--- src/rtl/core/spmc_pkg.sv ---
package spmc_pkg;

  localparam int MAX_BONES_DEF = 64;
  localparam int FRAC_BITS_DEF = 16;
  localparam int WORD_W        = 32;

  typedef struct packed {
    logic       in_wr;
    logic       start;
    logic       rd_en;
    logic [1:0] rd_row;
    logic       mul_en;
    logic       mul_sel;
    logic [3:0] mul_idx;
    logic       st_en;
    logic [1:0] st_row;
    logic [1:0] out_row;
  } spmc_cmd_t;

  typedef struct packed {
    logic completes;
    logic bone_ok;
  } spmc_status_t;

endpackage

--- src/rtl/core/spmc_ctrl.sv ---
module spmc_ctrl (
  input  logic                   clk,
  input  logic                   rst_n,
  input  logic                   in_valid,
  output logic                   in_ready,
  output logic                   out_valid,
  input  logic                   out_ready,
  input  spmc_pkg::spmc_status_t status,
  output spmc_pkg::spmc_cmd_t    cmd
);

  typedef enum logic [2:0] {
    S_IDLE,
    S_LOAD,
    S_MUL1,
    S_STORE,
    S_MUL2,
    S_SEND
  } state_t;

  state_t     state_r;
  logic [4:0] cnt_r;
  logic       accept;

  always_ff @(posedge clk) begin
    if (!rst_n) begin
      state_r <= S_IDLE;
      cnt_r   <= '0;
    end else begin
      unique case (state_r)
        S_IDLE: begin
          if (in_valid && status.completes) begin
            state_r <= S_LOAD;
            cnt_r   <= '0;
          end
        end
        S_LOAD: begin
          if (cnt_r == 5'd4) begin
            state_r <= S_MUL1;
            cnt_r   <= '0;
          end else begin
            cnt_r <= cnt_r + 5'd1;
          end
        end
        S_MUL1: begin
          if (cnt_r == 5'd16) begin
            state_r <= S_STORE;
            cnt_r   <= '0;
          end else begin
            cnt_r <= cnt_r + 5'd1;
          end
        end
        S_STORE: begin
          if (cnt_r == 5'd3) begin
            state_r <= S_MUL2;
            cnt_r   <= '0;
          end else begin
            cnt_r <= cnt_r + 5'd1;
          end
        end
        S_MUL2: begin
          if (cnt_r == 5'd16) begin
            state_r <= S_SEND;
            cnt_r   <= '0;
          end else begin
            cnt_r <= cnt_r + 5'd1;
          end
        end
        S_SEND: begin
          if (out_ready) begin
            if (cnt_r == 5'd3) begin
              state_r <= S_IDLE;
              cnt_r   <= '0;
            end else begin
              cnt_r <= cnt_r + 5'd1;
            end
          end
        end
        default: begin
          state_r <= S_IDLE;
          cnt_r   <= '0;
        end
      endcase
    end
  end

  assign in_ready  = (state_r == S_IDLE);
  assign out_valid = (state_r == S_SEND);
  assign accept    = in_valid && in_ready;

  // last count of each multiply pass only drains the accumulate stage
  always_comb begin
    cmd.in_wr   = accept;
    cmd.start   = accept && status.completes;
    cmd.rd_en   = (state_r == S_LOAD) && (cnt_r < 5'd4);
    cmd.rd_row  = cnt_r[1:0];
    cmd.mul_en  = ((state_r == S_MUL1) || (state_r == S_MUL2)) && !cnt_r[4];
    cmd.mul_sel = (state_r == S_MUL2);
    cmd.mul_idx = cnt_r[3:0];
    cmd.st_en   = (state_r == S_STORE);
    cmd.st_row  = cnt_r[1:0];
    cmd.out_row = cnt_r[1:0];
  end

endmodule

--- config.mk ---
export PLATFORM = sky130hd
export DESIGN_NAME = spmc_ctrl
export DESIGN_NICKNAME = d
export VERILOG_FILES = /design/src/rtl/core/spmc_pkg.sv /design/src/rtl/core/spmc_ctrl.sv
export SDC_FILE = /design/constraint.sdc
export NUM_CORES = 1
export LEC_CHECK = 0
export BUFFER_PORTS_ARGS = -buffer_cell sky130_fd_sc_hd__buf_2
export CORE_MARGIN = 3
export CORE_UTILIZATION = 25
export DETAILED_ROUTE_END_ITERATION = 8
export GPL_ROUTABILITY_DRIVEN = 0
export PLACE_DENSITY = 0.42
export SETUP_SLACK_MARGIN = 0.5
export SYNTH_ARGS = -nofsm -noshare
export SYNTH_HDL_FRONTEND = slang
export SYNTH_SLANG_ARGS = --single-unit
export TNS_END_PERCENT = 5
--- constraint.sdc ---
create_clock -name clk -period 2.15 [get_ports clk]
set_input_delay 0.43 -clock clk [delete_from_list [all_inputs] [get_ports clk]]
set_output_delay 0.43 -clock clk [all_outputs]
set_load 0.1 [all_outputs]
==> metrics.yaml <==
final_nets: 111
dpl.hpwl_um: 1253
ir_drop_mv: 0.3134
overflow: 0
grt_pass1_vias: 631
die_w_um: 59.69
min_path_type: "in -> reg"
synth_area_per_cell_um2: 8.190
dr.pass1.iters: 4
grt_pass1_wl_um: 2856
hp-start: "rst_n"
ys.flop_type: "dfxtp_1"
ant_nets: 0
min_period_over_period: 0.9034
fp-row-count: 18
synth_top_area_cell: "dfxtp_1"
drc: 0
r2r-end: "cnt_r[0]$_SDFFE_PN0P_"
area_growth_pct: 25.17
ys_warn_count: 0
synth_area_leaders: "dfxtp_1 22%, buf_4 13%, nand3b_4 5.6%"
maxCapViolations: 0
tns_ps: 0
setup-violations-final: 0
syn_area_um2: 720.7
arrival_ps: 1510
htreeDepth: 1
io_pins: 24
synth_edf_count: 0
portBuffers: 22
die_h_um: 59.69
layout.cells.non_filler: 131
ys_seq_area_frac: 0.2222
via_per_inst: 4.969
hold_buffers: 0
cts-root-buf: "clkbuf_4"
total_power_w: 0.0004616
hold_viol: 0
endpoint_kind: "output pin"
grt_usage: 0.1060
syn_inst: 88
synth_top_area_share: 0.2222
drv_slew: 0
clock.fmax_ghz: 0.5149
reg2reg_setup_slack_ps: 330
rsz0062_at_grt: "true"
core_um2: 2613
clk_latency_ps: 250
cts_buffers: 3
synth-seq-cells: 8
post_dp_cell_area_um2: 843.3
placedCellCount: 126
final_area_um2: 902.1
reg2reg_depth: 6
grt_max_degree: 15
clock_skew_ps: 2.767
relSlewSlack: 0.6767
path_clk_slew_ps: 50
dr_total_vias: 651
cts_tree: "done"
post_drt_wl_per_cell_um: 12.71
cts.sinks: 8
start_util: 0.2759
r2r_start: "cnt_r[0]$_SDFFE_PN0P_"
async_flop_share: 0
holdPathStages: 3
status: "completed"
p_leak_nw: 0.4065
yosysUniqueCellTypes: 34
dieArea_um2: 3563
cts_buffer_depth: 2
startpoint_type: "register"
cp_max_fo: 2
layout_min_cycle_time_ps: 1942
drt_iter0_markers: 10
grt_antenna_before_repair: 0
worstMarginPinSlew_ps: 488.4
cp.required_ps: 1720
routed_wl_um: 1665
whs_endpoint: "cnt_r[4]$_SDFFE_PN0P_"
drive_gt1_frac: 0.4554
p_per_area_nw_per_um2: 511.7
critical_path_class: "reg -> out"
syn-num-nets: 96
diodes: 0
## cell usage after synthesis, drive strengths merged (3+ instances only)
cell    number
nor2         7
a21oi        3
nand3        6
nor3         4
buf         14
a211oi       5
nand3b       3
nand2        5
and3         3
o21ai        6
inv          5
dfxtp        8
## worst max path at each step
stage | from | to | cells after the start
after floorplan | state_r[0]$_SDFFE_PN0P_ | cmd[14] | 3
after global placement | state_r[2]$_SDFFE_PN0P_ | cmd[13] | 4
after detailed placement | state_r[2]$_SDFFE_PN0P_ | cmd[13] | 4
after CTS | state_r[2]$_SDFFE_PN0P_ | cmd[13] | 4
after global routing | state_r[2]$_SDFFE_PN0P_ | cmd[13] | 4
final | state_r[2]$_SDFFE_PN0P_ | cmd[13] | 4
## metrics by stage
| stage | hold WS, ps | worst slack [ps] | util |
|---|---|---|---|
| 2_1_floorplan | 520.7 | -84.42 | - |
| 3_3_place_gp | 547.5 | 263.0 | 0.3228 |
| 3_5_place_dp | 547.6 | 270.2 | 0.3228 |
| 4_1_cts | 499.9 | 135.4 | 0.3405 |
| 5_1_grt | 537.8 | 146.3 | 0.3453 |
| 6_report | 507.6 | 207.7 | 0.3453 |
## timing repair
item | 4_1_cts | 5_1_grt
setup endpoints to repair | 17 | 18
buffers inserted | 2 | 0
resized for setup | 3 | 5
pin swaps | 1 | 1
hold endpoints to repair | 0 | 0
## area by class of cell
class	count	area, um^2
fill	286	1710
multi-input combinational	60	485.5
timing repair buffer	25	172.7
sequential	8	165.2
tap	30	37.54
clock buffer	3	22.52
inverter	5	18.77
## layout by cell type (no fill, tap or decap), types with 2 or more instances in the layout
cell and n:
buf_4 3, nand3_1 6, nor3_4 2, and3_1 2, nand2_1 4, nor2_1 4
dfxtp_1 6, or2b_1 2, a21oi_1 2, inv_1 5, clkbuf_4 7, a31oi_1 2
ha_1 2, nor3_1 2, a211oi_4 2, nand3b_4 2, o21ai_0 6, a211oi_1 2
buf_12 2, nor2_2 3, buf_2 16
## metal layers
layer | routed length [um] | track usage | share of wire | up-vias
li1 | - | - | - | 331
met1 | 771 | 0.1322 | 0.46 | 307
met2 | 822 | 0.1759 | 0.49 | 11
met3 | 62 | 0.03888 | 0.037 | 2
met4 | 9 | 0.01899 | 0.0054 | 0
met5 | 0 | 0 | 0 | -
## worst max-delay path: stages (launching register included)
cell     delay (ps)
dfxtp_4         340
or2b_1          230
or3_4           340
nor3_4          160
buf_12          200
## state kept, by name, summed over array words and instances, names as in the netlist
name,count
cnt_r,5
state_r,3
## kinds of logic (layout without fill, tap and decap cells)
kind of cell,after synthesis,after routing,share of synthesized area
AOI/OAI and AO/OA,22,22,0.2500
xor gates and xnor gates,1,1,0.01215
adders and majority gates,2,2,0.03472
buffers and inverters,20,33,0.1805
DFF,8,8,0.2222
muxes,1,1,0.01389
and+or+nand+nor,34,34,0.2865
## where the power goes
group	internal, W	switching [W]	leakage [nW]
clock network	0.0000637	0.0000483	0.0138
logic	0.0000458	0.000149	0.327
registers	0.000151	0.00000393	0.0659
(Power assumes the default switching activity.)
